## config.mk

```make
export PLATFORM = sky130hd
export DESIGN_NAME = frustum_aabb_cull
export DESIGN_NICKNAME = d
export VERILOG_FILES = /design/src/rtl/core/fac_pkg.sv /design/src/rtl/core/fac_plane_store.sv /design/src/rtl/core/fac_mac.sv /design/src/rtl/core/frustum_aabb_cull.sv
export SDC_FILE = /design/constraint.sdc
export NUM_CORES = 2
export LEC_CHECK = 0
export BUFFER_PORTS_ARGS = -buffer_cell sky130_fd_sc_hd__buf_4
export CAP_MARGIN = 10
export CORE_UTILIZATION = 50
export CTS_CLUSTER_DIAMETER = 80
export CTS_CLUSTER_SIZE = 14
export DETAILED_ROUTE_END_ITERATION = 12
export GPL_ROUTABILITY_DRIVEN = 0
export GPL_TIMING_DRIVEN = 0
export HOLD_SLACK_MARGIN = 0.02
export PLACE_DENSITY = 0.69
export SLEW_MARGIN = 5
export SYNTH_ARGS = -nofsm -noshare
export SYNTH_HDL_FRONTEND = slang
export SYNTH_HIERARCHICAL = 1
export SYNTH_SLANG_ARGS = --single-unit
export TNS_END_PERCENT = 50
```

## constraint.sdc

```tcl
create_clock -name aclk -period 9.5 [get_ports aclk]
set_input_delay 0 -clock aclk [delete_from_list [all_inputs] [get_ports aclk]]
set_output_delay 0 -clock aclk [all_outputs]
set_load 0.02 [all_outputs]
```

## src/rtl/core/fac_pkg.sv

```systemverilog
// ============================================================================
// fac_pkg
// Shared types and constants for the frustum box culling block.
// ============================================================================
package fac_pkg;

    localparam int NUM_PLANES_DEF  = 6;
    localparam int COORD_WIDTH_DEF = 32;

    // field widths fixed by the interface
    localparam int FIELD_W = 32;
    localparam int PIDX_PORT_W = 3;

    // Q16.16: offset term is aligned to the product's Q32.32 point
    localparam int FRAC_BITS = 16;

    // action codes
    localparam logic ACT_LOAD = 1'b0;
    localparam logic ACT_TEST = 1'b1;

    typedef struct packed {
        logic [FIELD_W-1:0] a;
        logic [FIELD_W-1:0] b;
        logic [FIELD_W-1:0] c;
        logic [FIELD_W-1:0] d;
    } plane_row_t;

    // sequencer to multiply-accumulate unit
    typedef struct packed {
        logic load_d;   // seed accumulator with the offset term
        logic mul_en;   // register a new product
        logic acc_en;   // fold the held product into the accumulator
    } mac_ctl_t;

endpackage

```

## src/rtl/core/fac_plane_store.sv

```systemverilog
// ============================================================================
// fac_plane_store
// Plane coefficient table: one row (a, b, c, d) per plane, row write, row read.
// ============================================================================
module fac_plane_store
    import fac_pkg::*;
#(
    parameter int NUM_PLANES = NUM_PLANES_DEF,
    parameter int PIDX_W     = (NUM_PLANES > 1) ? $clog2(NUM_PLANES) : 1
) (
    input  logic              aclk,
    input  logic              wr_en,
    input  logic [PIDX_W-1:0] wr_idx,
    input  plane_row_t        wr_row,
    input  logic [PIDX_W-1:0] rd_idx,
    output plane_row_t        rd_row
);

    plane_row_t rows_reg [NUM_PLANES];

    // contents are undefined until loaded; no reset
    always_ff @(posedge aclk) begin
        if (wr_en) begin
            rows_reg[wr_idx] <= wr_row;
        end
    end

    assign rd_row = rows_reg[rd_idx];

endmodule

```

## src/rtl/core/fac_mac.sv

```systemverilog
// ============================================================================
// fac_mac
// Shared multiply-accumulate unit: picks the box corner per normal sign,
// one signed product per cycle while mul_en is set, exact wide distance accumulation.
// ============================================================================
module fac_mac
    import fac_pkg::*;
#(
    parameter int COORD_WIDTH = COORD_WIDTH_DEF
) (
    input  logic               aclk,
    input  mac_ctl_t           ctl,
    input  logic [FIELD_W-1:0] coef_raw,
    input  logic [FIELD_W-1:0] lo_raw,
    input  logic [FIELD_W-1:0] hi_raw,
    input  logic [FIELD_W-1:0] d_raw,
    output logic               dist_neg
);

    localparam int CW    = COORD_WIDTH;
    localparam int PW    = 2 * CW;
    localparam int ACC_W = 2 * CW + 2;

    logic signed [CW-1:0]    coef_op;
    logic signed [CW-1:0]    lo_op;
    logic signed [CW-1:0]    hi_op;
    logic signed [CW-1:0]    d_op;
    logic signed [CW-1:0]    sel_op;
    logic                    coef_pos;
    logic signed [PW-1:0]    prod;
    logic signed [PW-1:0]    prod_reg;
    logic signed [ACC_W-1:0] acc_reg;
    logic signed [ACC_W-1:0] d_ext;
    logic signed [ACC_W-1:0] prod_ext;
    logic signed [ACC_W-1:0] sum;

    // sign-extend from bit CW-1; wider operands see the field zero-extended
    if (CW <= FIELD_W) begin : g_narrow
        assign coef_op = coef_raw[CW-1:0];
        assign lo_op   = lo_raw[CW-1:0];
        assign hi_op   = hi_raw[CW-1:0];
        assign d_op    = d_raw[CW-1:0];
    end else begin : g_wide
        assign coef_op = {{(CW-FIELD_W){1'b0}}, coef_raw};
        assign lo_op   = {{(CW-FIELD_W){1'b0}}, lo_raw};
        assign hi_op   = {{(CW-FIELD_W){1'b0}}, hi_raw};
        assign d_op    = {{(CW-FIELD_W){1'b0}}, d_raw};
    end

    // zero component takes the minimum
    assign coef_pos = !coef_op[CW-1] && (coef_op != '0);
    assign sel_op   = coef_pos ? hi_op : lo_op;
    assign prod     = coef_op * sel_op;

    assign d_ext    = {{(ACC_W-CW-FRAC_BITS){d_op[CW-1]}}, d_op, {FRAC_BITS{1'b0}}};
    assign prod_ext = {{(ACC_W-PW){prod_reg[PW-1]}}, prod_reg};
    assign sum      = acc_reg + prod_ext;
    assign dist_neg = sum[ACC_W-1];

    always_ff @(posedge aclk) begin
        if (ctl.mul_en) begin
            prod_reg <= prod;
        end
        if (ctl.load_d) begin
            acc_reg <= d_ext;
        end else if (ctl.acc_en) begin
            acc_reg <= sum;
        end
    end

endmodule

```

## src/rtl/core/frustum_aabb_cull.sv

```systemverilog
// ============================================================================
// frustum_aabb_cull
// Positive-vertex frustum test of axis-aligned boxes against a plane table.
// ============================================================================
// A load beat (action 0) writes one plane's a, b, c, d as one row; loads with
// an index at or above NUM_PLANES are dropped and give no result. A test beat
// (action 1) runs the planes in order through one shared multiplier, each
// plane as three products, then the final add and sign check. From its
// accept, a test holds off the next beat until its verdict has moved to the
// output register: a plane that culls the box ends the run early, and an
// earlier result that still waits holds the verdict back. The block accepts
// no beat while a test runs. One visible beat per test leaves through an
// output register, so a new beat is taken while the previous result waits.
module frustum_aabb_cull
    import fac_pkg::*;
#(
    parameter int NUM_PLANES  = NUM_PLANES_DEF,
    parameter int COORD_WIDTH = COORD_WIDTH_DEF
) (
    input  logic                   aclk,
    input  logic                   aresetn,
    input  logic                   s_valid,
    output logic                   s_ready,
    input  logic                   s_action,
    input  logic [PIDX_PORT_W-1:0] s_plane_index,
    input  logic [FIELD_W-1:0]     s_plane_a,
    input  logic [FIELD_W-1:0]     s_plane_b,
    input  logic [FIELD_W-1:0]     s_plane_c,
    input  logic [FIELD_W-1:0]     s_plane_d,
    input  logic [FIELD_W-1:0]     s_box_min_x,
    input  logic [FIELD_W-1:0]     s_box_min_y,
    input  logic [FIELD_W-1:0]     s_box_min_z,
    input  logic [FIELD_W-1:0]     s_box_max_x,
    input  logic [FIELD_W-1:0]     s_box_max_y,
    input  logic [FIELD_W-1:0]     s_box_max_z,
    output logic                   m_valid,
    input  logic                   m_ready,
    output logic                   m_visible
);

    localparam int PIDX_W = (NUM_PLANES > 1) ? $clog2(NUM_PLANES) : 1;
    localparam int CMP_W  = (PIDX_PORT_W > PIDX_W ? PIDX_PORT_W : PIDX_W) + 1;
    localparam logic [PIDX_W-1:0] LAST_PLANE = PIDX_W'(NUM_PLANES - 1);

    localparam logic [1:0] STEP_X    = 2'd0;
    localparam logic [1:0] STEP_Y    = 2'd1;
    localparam logic [1:0] STEP_Z    = 2'd2;
    localparam logic [1:0] STEP_SIGN = 2'd3;

    typedef enum logic [2:0] {
        ST_IDLE = 3'b001,
        ST_RUN  = 3'b010,
        ST_DONE = 3'b100
    } state_t;

    state_t              state_reg, state_next;
    logic [1:0]          step_reg, step_next;
    logic [PIDX_W-1:0]   plane_reg, plane_next;
    logic                verdict_reg, verdict_next;
    logic                m_valid_reg, m_valid_next;
    logic                m_visible_reg, m_visible_next;

    logic [FIELD_W-1:0]  min_x_reg, min_y_reg, min_z_reg;
    logic [FIELD_W-1:0]  max_x_reg, max_y_reg, max_z_reg;

    logic                accept;
    logic                load_en;
    logic                test_start;
    logic                out_free;
    plane_row_t          wr_row;
    plane_row_t          rd_row;
    mac_ctl_t            mac_ctl;
    logic [FIELD_W-1:0]  coef_raw, lo_raw, hi_raw;
    logic                dist_neg;

    assign s_ready    = (state_reg == ST_IDLE);
    assign accept     = s_valid && s_ready;
    assign load_en    = accept && (s_action == ACT_LOAD)
                        && (CMP_W'(s_plane_index) < CMP_W'(NUM_PLANES));
    assign test_start = accept && (s_action == ACT_TEST);
    assign out_free   = !m_valid_reg || m_ready;

    assign wr_row = '{a: s_plane_a, b: s_plane_b, c: s_plane_c, d: s_plane_d};

    fac_plane_store #(
        .NUM_PLANES (NUM_PLANES),
        .PIDX_W     (PIDX_W)
    ) u_store (
        .aclk   (aclk),
        .wr_en  (load_en),
        .wr_idx (PIDX_W'(s_plane_index)),
        .wr_row (wr_row),
        .rd_idx (plane_reg),
        .rd_row (rd_row)
    );

    always_comb begin
        unique case (step_reg)
            STEP_X: begin
                coef_raw = rd_row.a; lo_raw = min_x_reg; hi_raw = max_x_reg;
            end
            STEP_Y: begin
                coef_raw = rd_row.b; lo_raw = min_y_reg; hi_raw = max_y_reg;
            end
            STEP_Z: begin
                coef_raw = rd_row.c; lo_raw = min_z_reg; hi_raw = max_z_reg;
            end
            default: begin
                coef_raw = rd_row.c; lo_raw = min_z_reg; hi_raw = max_z_reg;
            end
        endcase
    end

    always_comb begin
        mac_ctl.load_d = (state_reg == ST_RUN) && (step_reg == STEP_X);
        mac_ctl.mul_en = (state_reg == ST_RUN) && (step_reg != STEP_SIGN);
        mac_ctl.acc_en = (state_reg == ST_RUN)
                         && ((step_reg == STEP_Y) || (step_reg == STEP_Z));
    end

    fac_mac #(
        .COORD_WIDTH (COORD_WIDTH)
    ) u_mac (
        .aclk     (aclk),
        .ctl      (mac_ctl),
        .coef_raw (coef_raw),
        .lo_raw   (lo_raw),
        .hi_raw   (hi_raw),
        .d_raw    (rd_row.d),
        .dist_neg (dist_neg)
    );

    always_comb begin
        state_next     = state_reg;
        step_next      = step_reg;
        plane_next     = plane_reg;
        verdict_next   = verdict_reg;
        m_valid_next   = m_valid_reg && !m_ready;
        m_visible_next = m_visible_reg;
        unique case (state_reg)
            ST_IDLE: begin
                if (test_start) begin
                    state_next = ST_RUN;
                    step_next  = STEP_X;
                    plane_next = '0;
                end
            end
            ST_RUN: begin
                if (step_reg == STEP_SIGN) begin
                    step_next = STEP_X;
                    if (dist_neg) begin
                        verdict_next = 1'b0;
                        state_next   = ST_DONE;
                    end else if (plane_reg == LAST_PLANE) begin
                        verdict_next = 1'b1;
                        state_next   = ST_DONE;
                    end else begin
                        plane_next = plane_reg + 1'b1;
                    end
                end else begin
                    step_next = step_reg + 2'd1;
                end
            end
            ST_DONE: begin
                // hold the verdict until the output register is free
                if (out_free) begin
                    m_valid_next   = 1'b1;
                    m_visible_next = verdict_reg;
                    state_next     = ST_IDLE;
                end
            end
            default: state_next = ST_IDLE;
        endcase
    end

    always_ff @(posedge aclk) begin
        if (!aresetn) begin
            state_reg   <= ST_IDLE;
            step_reg    <= STEP_X;
            plane_reg   <= '0;
            m_valid_reg <= 1'b0;
        end else begin
            state_reg   <= state_next;
            step_reg    <= step_next;
            plane_reg   <= plane_next;
            m_valid_reg <= m_valid_next;
        end
    end

    always_ff @(posedge aclk) begin
        verdict_reg   <= verdict_next;
        m_visible_reg <= m_visible_next;
        if (test_start) begin
            min_x_reg <= s_box_min_x;
            min_y_reg <= s_box_min_y;
            min_z_reg <= s_box_min_z;
            max_x_reg <= s_box_max_x;
            max_y_reg <= s_box_max_y;
            max_z_reg <= s_box_max_z;
        end
    end

    assign m_valid   = m_valid_reg;
    assign m_visible = m_visible_reg;

    a_plane_in_range: assert property (@(posedge aclk) disable iff (!aresetn)
        (state_reg == ST_RUN) |-> (CMP_W'(plane_reg) < CMP_W'(NUM_PLANES)))
        else $error("plane counter out of range");

    a_result_from_done: assert property (@(posedge aclk) disable iff (!aresetn)
        (!m_valid_reg || m_ready) && (state_reg != ST_DONE) |=> !m_valid_reg)
        else $error("result beat without a finished test");

    a_done_releases: assert property (@(posedge aclk) disable iff (!aresetn)
        (state_reg == ST_DONE) && out_free |=> (state_reg == ST_IDLE) && m_valid_reg)
        else $error("finished test not handed to output");

    a_plane_advance: assert property (@(posedge aclk) disable iff (!aresetn)
        (state_reg == ST_RUN) && (step_reg == STEP_SIGN) && !dist_neg
        && (plane_reg != LAST_PLANE)
        |=> (state_reg == ST_RUN) && (step_reg == STEP_X)
            && (plane_reg == $past(plane_reg) + 1'b1))
        else $error("plane sequence broken");

endmodule

```

Yosys cells after proc, flatten, opt, wreduce, memory -nomap -nowiden
Memories as Yosys holds them, arrays and structs flattened. A register that Yosys moved wholly into a read port is not among the register bits.
Index checks and enable logic that the tools add are counted.
Storage, ports and cells
  memories: 1
  memory bits (writable): 768
  word-level logic and storage cells: 87
  register bits: 333
  output and inout bits: 3
Memories
  u_store.rows_reg: words 6, bits a word 128, read ports 1, clocked after memory_dff 1, wr ports 1, line fac_plane_store.sv:19  | plane_row_t rows_reg [NUM_PLANES];
Operators by class
  magnitude comparators: 1
  multipliers: 1
  reduce and logical (&&, ||, !) cells: 24
  add/subtract/negate cells: 3
  muxes and demuxes: 27
  equal/unequal tests: 14
  bitwise gates (word level): 1
Operators by type and width (number)
  $pmux 32 s2: 3
  $mux 66: 2
  $add 66x64->66: 1
  $mul 32x32->64: 1
  $mux 3: 11
  $mux 32: 1
  $reduce_bool 32->1: 1
  $logic_and 1x1->1: 9
  $pmux 3 s3: 1
  $ne 2x2->1 const B: 4
  $eq 3x3->1 const B: 2
  $pmux 3 s2: 1
  $reduce_bool 2->1: 3
  $mux 1: 5
  $reduce_and 5->1: 1
  $eq 2x2->1 const B: 2
  $mux 2: 2
  $ne 2x1->1 const B: 2
  $pmux 2 s2: 1
  $reduce_and 2->1: 2
  $reduce_and 4->1: 1
  $add 3x1->3 const B: 1
  $eq 3x1->1 const B: 1
  $eq 3x2->1 const B: 1
  other kinds (9): 12

Longest topological paths before layout
  word-level depth: 7
  depth in mapped cells: 42
  mapped depth without buffers: 36

Modules after synthesis
The synthesis kept the hierarchy.
By module, submodules not included
  fac_mac: seq. area each 3743.6 sq um, cells each 4843, instances 1, area each 45367.3 sq um
  fac_plane_store: seq. area each 23062.1 sq um, cells each 1505, instances 1, area each 29958.7 sq um
  frustum_aabb_cull: seq. area each 6005.8 sq um, cells each 577, instances 1, area each 7955.1 sq um

Worst setup path after synthesis
OpenSTA, ideal clock, no wires.
  path type: reg2reg
  start: reg state_reg[1]
  end: mem u_store/rows_reg[0][0] (netlist name), enable pin
  required time: 8.726 ns
  arrival: 9.650 ns
  stages on the path, launching flop included: 5
  setup slack: -0.924 ns
  buffers on the path: 0
  clock period less this slack: 10.424 ns
  path through: dfxtp_1 > nand4bb_2 > a211oi_1 > nand2b_1 > nor3_1
Between the ends
  cells in the longest elaborated chain, start to end: 6
RTL lines
  start, declared: line frustum_aabb_cull.sv:56  | state_t state_reg, state_next;
  start signal, assigned: line frustum_aabb_cull.sv:183  | state_reg <= state_next;
  $eq 3x1->1: line frustum_aabb_cull.sv:76  | assign s_ready = (state_reg == ST_IDLE);
  $logic_and 1x1->1: line frustum_aabb_cull.sv:77  | assign accept = s_valid && s_ready;
  $logic_and 1x1->1: line frustum_aabb_cull.sv:78  | assign load_en = accept && (s_action == ACT_LOAD)
  $logic_and 1x1->1: line frustum_aabb_cull.sv:79  | && (CMP_W'(s_plane_index) < CMP_W'(NUM_PLANES));
  via load_en: line frustum_aabb_cull.sv:67  | logic load_en;
  $mux 1: line fac_plane_store.sv:23  | if (wr_en) begin
  $mux 1 (not written as such): line fac_plane_store.sv:24  | rows_reg[wr_idx] <= wr_row;
  end, declared: line fac_plane_store.sv:19
The timed path passes the listed nets, and every way through them passes these cells.

==> impl_metrics.py <==
metrics = {
    "timing": {
        "fin_skew_ps": 99.5,
        "post-route-worst-setup-slack_ps": -1950,
        "report.final.slew_viol_count": 0,
        "timing.setup.tns_ps": -53150,
        "slew_headroom": 0.250,
        "final-hold-violation-count": 0,
        "final.min_clock_period_ps": 11450,
        "unrepaired_setup_endpoints_after_global_routing": "true",
        "final_min_period_over_clock_period": 1.21,
        "max_freq_ghz": 0.0873,
        "finalSetupViolations": 46,
        "fin_hold_ws_ps": 44.6,
        "worst_slew_pin_slew_ps": 1120,
    },
    "finish": {
        "design.final.nets": 9817,
        "drive_above_1_share": 0.187,
        "largest_reg_flops": 768,
        "layout-area-overhead-vs-synth_pct": 23.8,
        "fillers": 12100,
    },
    "critical_path": {
        "crit_family": "adder cells",
        "crit_path_top_delay_cell": "sky130_fd_sc_hd__fa_2",
        "maximum_single_stage_delay_on_the_critical_path_ps": 590,
        "worstSetupStartpoint": "plane_reg[0]$_SDFFE_PN0P_",
        "ff_to_ff_path_depth": 40,
        "required_ps": 9900,
        "crit_path_end": "u_mac/prod_reg[55]$_DFFE_PP_",
        "reg2reg_from": "plane_reg[0]$_SDFFE_PN0P_",
        "start_kind": "register",
        "worstSetupPathType": "register to register",
        "crit_path_end_kind": "register",
        "crit-reg2reg-capture": "u_mac/prod_reg[55]$_DFFE_PP_",
        "crit_buf_inv": 12,
        "arrival_ps": 11850,
        "timing.reg2reg.setup_slack_ps": -1950,
        "crit_fanout": 10,
        "cp.depth": 40,
    },
    "placed_design": {
        "detailedPlace.worstSlack_ps": -5690,
        "place_hpwl_um": 199000,
        "numPortBuffers": 330,
    },
    "clock_network": {
        "cts_tree": "done",
        "cts-buffers-inserted": 95,
        "clock_sinks": 1101,
        "clock_path_buffers": 3,
        "clockRootBuffer": "sky130_fd_sc_hd__clkbuf_16",
        "clock_pin_slew_worst_setup_and_hold_paths_ps": 70,
        "clk_latency_ps": 780,
        "clock_tree.htree_level_count": 3,
    },
    "logic_synthesis": {
        "yosysSeqAreaShare": 0.394,
        "netlist_instances": 6925,
        "synth.yosys.warnings": 6,
        "number_of_enable_type_register_cells_in_the_synthesized_netlist": 1076,
        "synth_commonest_cells": "sky130_fd_sc_hd__fa_1 (1,084), sky130_fd_sc_hd__edfxtp_1 (1,076), sky130_fd_sc_hd__inv_1 (1,066), sky130_fd_sc_hd__nand2_1 (793), sky130_fd_sc_hd__and2_1 (373)",
        "synth_top_area_frac": 0.388,
        "asyncSetResetFlopFracSynth": 0,
        "synthDominantAreaCellType": "sky130_fd_sc_hd__edfxtp_1",
        "synth.cell_area_sq_um": 83300,
        "postSynth.topFlopCell": "sky130_fd_sc_hd__edfxtp_1",
        "synth_cell_type_count": 105,
        "synth_area_per_cell_sq_um": 12.0,
        "synth.ff_latch_count": 1101,
        "post-synth-top-count-cell": "sky130_fd_sc_hd__fa_1",
        "netlist_top_cells_area": "sky130_fd_sc_hd__edfxtp_1 (39%), sky130_fd_sc_hd__fa_1 (26%), sky130_fd_sc_hd__inv_1 (4.8%)",
        "synth_fp_nets": 8590,
    },
    "floorplanning": {
        "core_sq_um": 165000,
        "io-pin-count": 331,
        "initial_utilization": 0.504,
        "floorplan.die.height_um": 410,
        "placementRows": 149,
        "die_width_um": 410,
        "design.die.area_sq_um": 168000,
    },
    "status": {
        "violations": "design-rule violations, negative setup slack",
        "outcome": "finished, violations left",
    },
    "grt": {
        "antenna_found_initial": 23,
        "grt_pass1_vias": 63600,
        "pin_count_of_the_biggest_net_entering_global_routing": 38,
        "grt_overflow_total": 0,
        "wire_length_of_the_first_global_routing_pass_um": 402000,
        "gr-usage-all-layers": 0.325,
    },
    "hold_path": {
        "min_path_type": "input port to register",
    },
    "routing": {
        "detail_route.iter0.violations": 6553,
        "detailroute.via_count": 60200,
        "avgViaCountPerCell": 5.81,
        "drc_errors": 7,
        "drtAntennaViolNets": 0,
        "wl_per_cell_um": 26.3,
        "wirelength_um": 273000,
        "detailedRoute.firstPassIterationCount": 12,
    },
    "run": {
        "maxCapViolCount": 0,
    },
}
## worst register-to-register path: cells and delay by family, from the launching register on
kind / cells / cell delay, ps
buf+inv: 12 / 1620
simple gates: 5 / 1140
flops: 1 / 360
mux: 3 / 950
fa+ha+maj: 9 / 4280
compound gates: 11 / 2740
## area by class of cell
type | instances | area [sq um] | area share
Multi-Input combinational cell | 4394 | 46700 | 0.453
Sequential cell | 1101 | 32800 | 0.318
Timing Repair Buffer | 1142 | 11200 | 0.108
Inverter | 1068 | 4010 | 0.0389
Buffer | 350 | 2880 | 0.0279
Tap cell | 2189 | 2740 | 0.0266
Clock buffer | 105 | 2410 | 0.0234
Clock inverter | 22 | 367 | 0.00355
Antenna cell | 7 | 17.5 | 0.000170
## cell families (layout without fill, tap and decap cells)
family / Yosys count / in the layout / share of synthesized area
other: 0 / 7 / 0
multiplexers: 427 / 427 / 0.0613
AND/OR/NAND/NOR: 1652 / 1652 / 0.0972
adder cells (fa/ha/maj): 1337 / 1337 / 0.299
buffers and inverters: 1430 / 2687 / 0.0707
XOR/XNOR: 119 / 119 / 0.0125
AO/OA/AOI/OAI: 859 / 859 / 0.0656
flip-flops: 1101 / 1101 / 0.394
## what timing repair did
action | in CTS | in global routing
endpoints found under the setup margin | 58 | 51
pin swaps | 149 | 63
hold buffers | 586 | 0
buffers inserted | 117 | 51
resized for setup | 691 | 168
hold endpoints to repair | 1130 | 0
gates cloned | 10 | 0
## cells in the final DEF (no fill, tap or decap), types with 26 or more instances in the layout
| cell | instances |
|---|---|
| sky130_fd_sc_hd__xnor2_1 | 73 |
| sky130_fd_sc_hd__inv_2 | 26 |
| sky130_fd_sc_hd__buf_12 | 54 |
| sky130_fd_sc_hd__nor3_1 | 28 |
| sky130_fd_sc_hd__inv_1 | 1040 |
| sky130_fd_sc_hd__mux2i_1 | 138 |
| sky130_fd_sc_hd__buf_6 | 49 |
| sky130_fd_sc_hd__ha_1 | 220 |
| sky130_fd_sc_hd__dlygate4sd3_1 | 587 |
| sky130_fd_sc_hd__clkbuf_8 | 27 |
| sky130_fd_sc_hd__clkbuf_2 | 33 |
| sky130_fd_sc_hd__nand3_1 | 34 |
| sky130_fd_sc_hd__nand2_1 | 749 |
| sky130_fd_sc_hd__fa_1 | 1025 |
| sky130_fd_sc_hd__a21o_1 | 79 |
| sky130_fd_sc_hd__and2_1 | 365 |
| sky130_fd_sc_hd__mux2_2 | 119 |
| sky130_fd_sc_hd__edfxtp_1 | 1076 |
| sky130_fd_sc_hd__nor2_1 | 93 |
| sky130_fd_sc_hd__buf_4 | 471 |
| sky130_fd_sc_hd__nand4_1 | 35 |
| sky130_fd_sc_hd__nand2_2 | 28 |
| sky130_fd_sc_hd__mux2_4 | 149 |
| sky130_fd_sc_hd__clkbuf_1 | 155 |
| sky130_fd_sc_hd__a21oi_1 | 228 |
| sky130_fd_sc_hd__clkbuf_16 | 114 |
| sky130_fd_sc_hd__fa_2 | 59 |
| sky130_fd_sc_hd__a21oi_2 | 37 |
| sky130_fd_sc_hd__buf_8 | 29 |
| sky130_fd_sc_hd__o22ai_1 | 121 |
| sky130_fd_sc_hd__a22oi_1 | 71 |
| sky130_fd_sc_hd__o21ai_0 | 89 |
| sky130_fd_sc_hd__nor2b_1 | 155 |
| sky130_fd_sc_hd__xor2_1 | 36 |
## stage by stage
stage / cells / util / cell area (sq um)
floorplan: 6925 / - / 83300
global placement: 9444 / 0.536 / 88500
detailed placement: 9496 / 0.543 / 89600
CTS: 10300 / 0.619 / 102000
global route: 10400 / 0.624 / 103000
finish: 10400 / 0.624 / 103000
## how the worst min path moves through the flow
stage | from | endpoint | slack (ps) | cells after the start
final | s_plane_c[18] | u_store/rows_reg[0][50]$_DFFE_PP_ | 40 | 2
after detailed placement | s_box_max_z[11] | max_z_reg[11]$_DFFE_PP_ | 180 | 1
after floorplan | aresetn | state_reg[0]$_SDFFE_PN1P_ | 70 | 1
after global routing | s_plane_b[31] | u_store/rows_reg[3][95]$_DFFE_PP_ | 20 | 2
after global placement | s_box_max_z[13] | max_z_reg[13]$_DFFE_PP_ | 180 | 1
after CTS | s_plane_c[7] | u_store/rows_reg[0][39]$_DFFE_PP_ | 20 | 2
## routing by layer
metal | global-route usage | up-vias | wire length (um)
met5 | 0 | - | 187
met4 | 0.179 | 22 | 17900
met3 | 0.0859 | 895 | 30100
met2 | 0.514 | 3793 | 124000
met1 | 0.406 | 30300 | 101000
li1 | - | 25200 | -
Power is left out: the tool's default activity adds up to more than one toggle a clock period on the data nets, which glitch-free logic cannot reach.
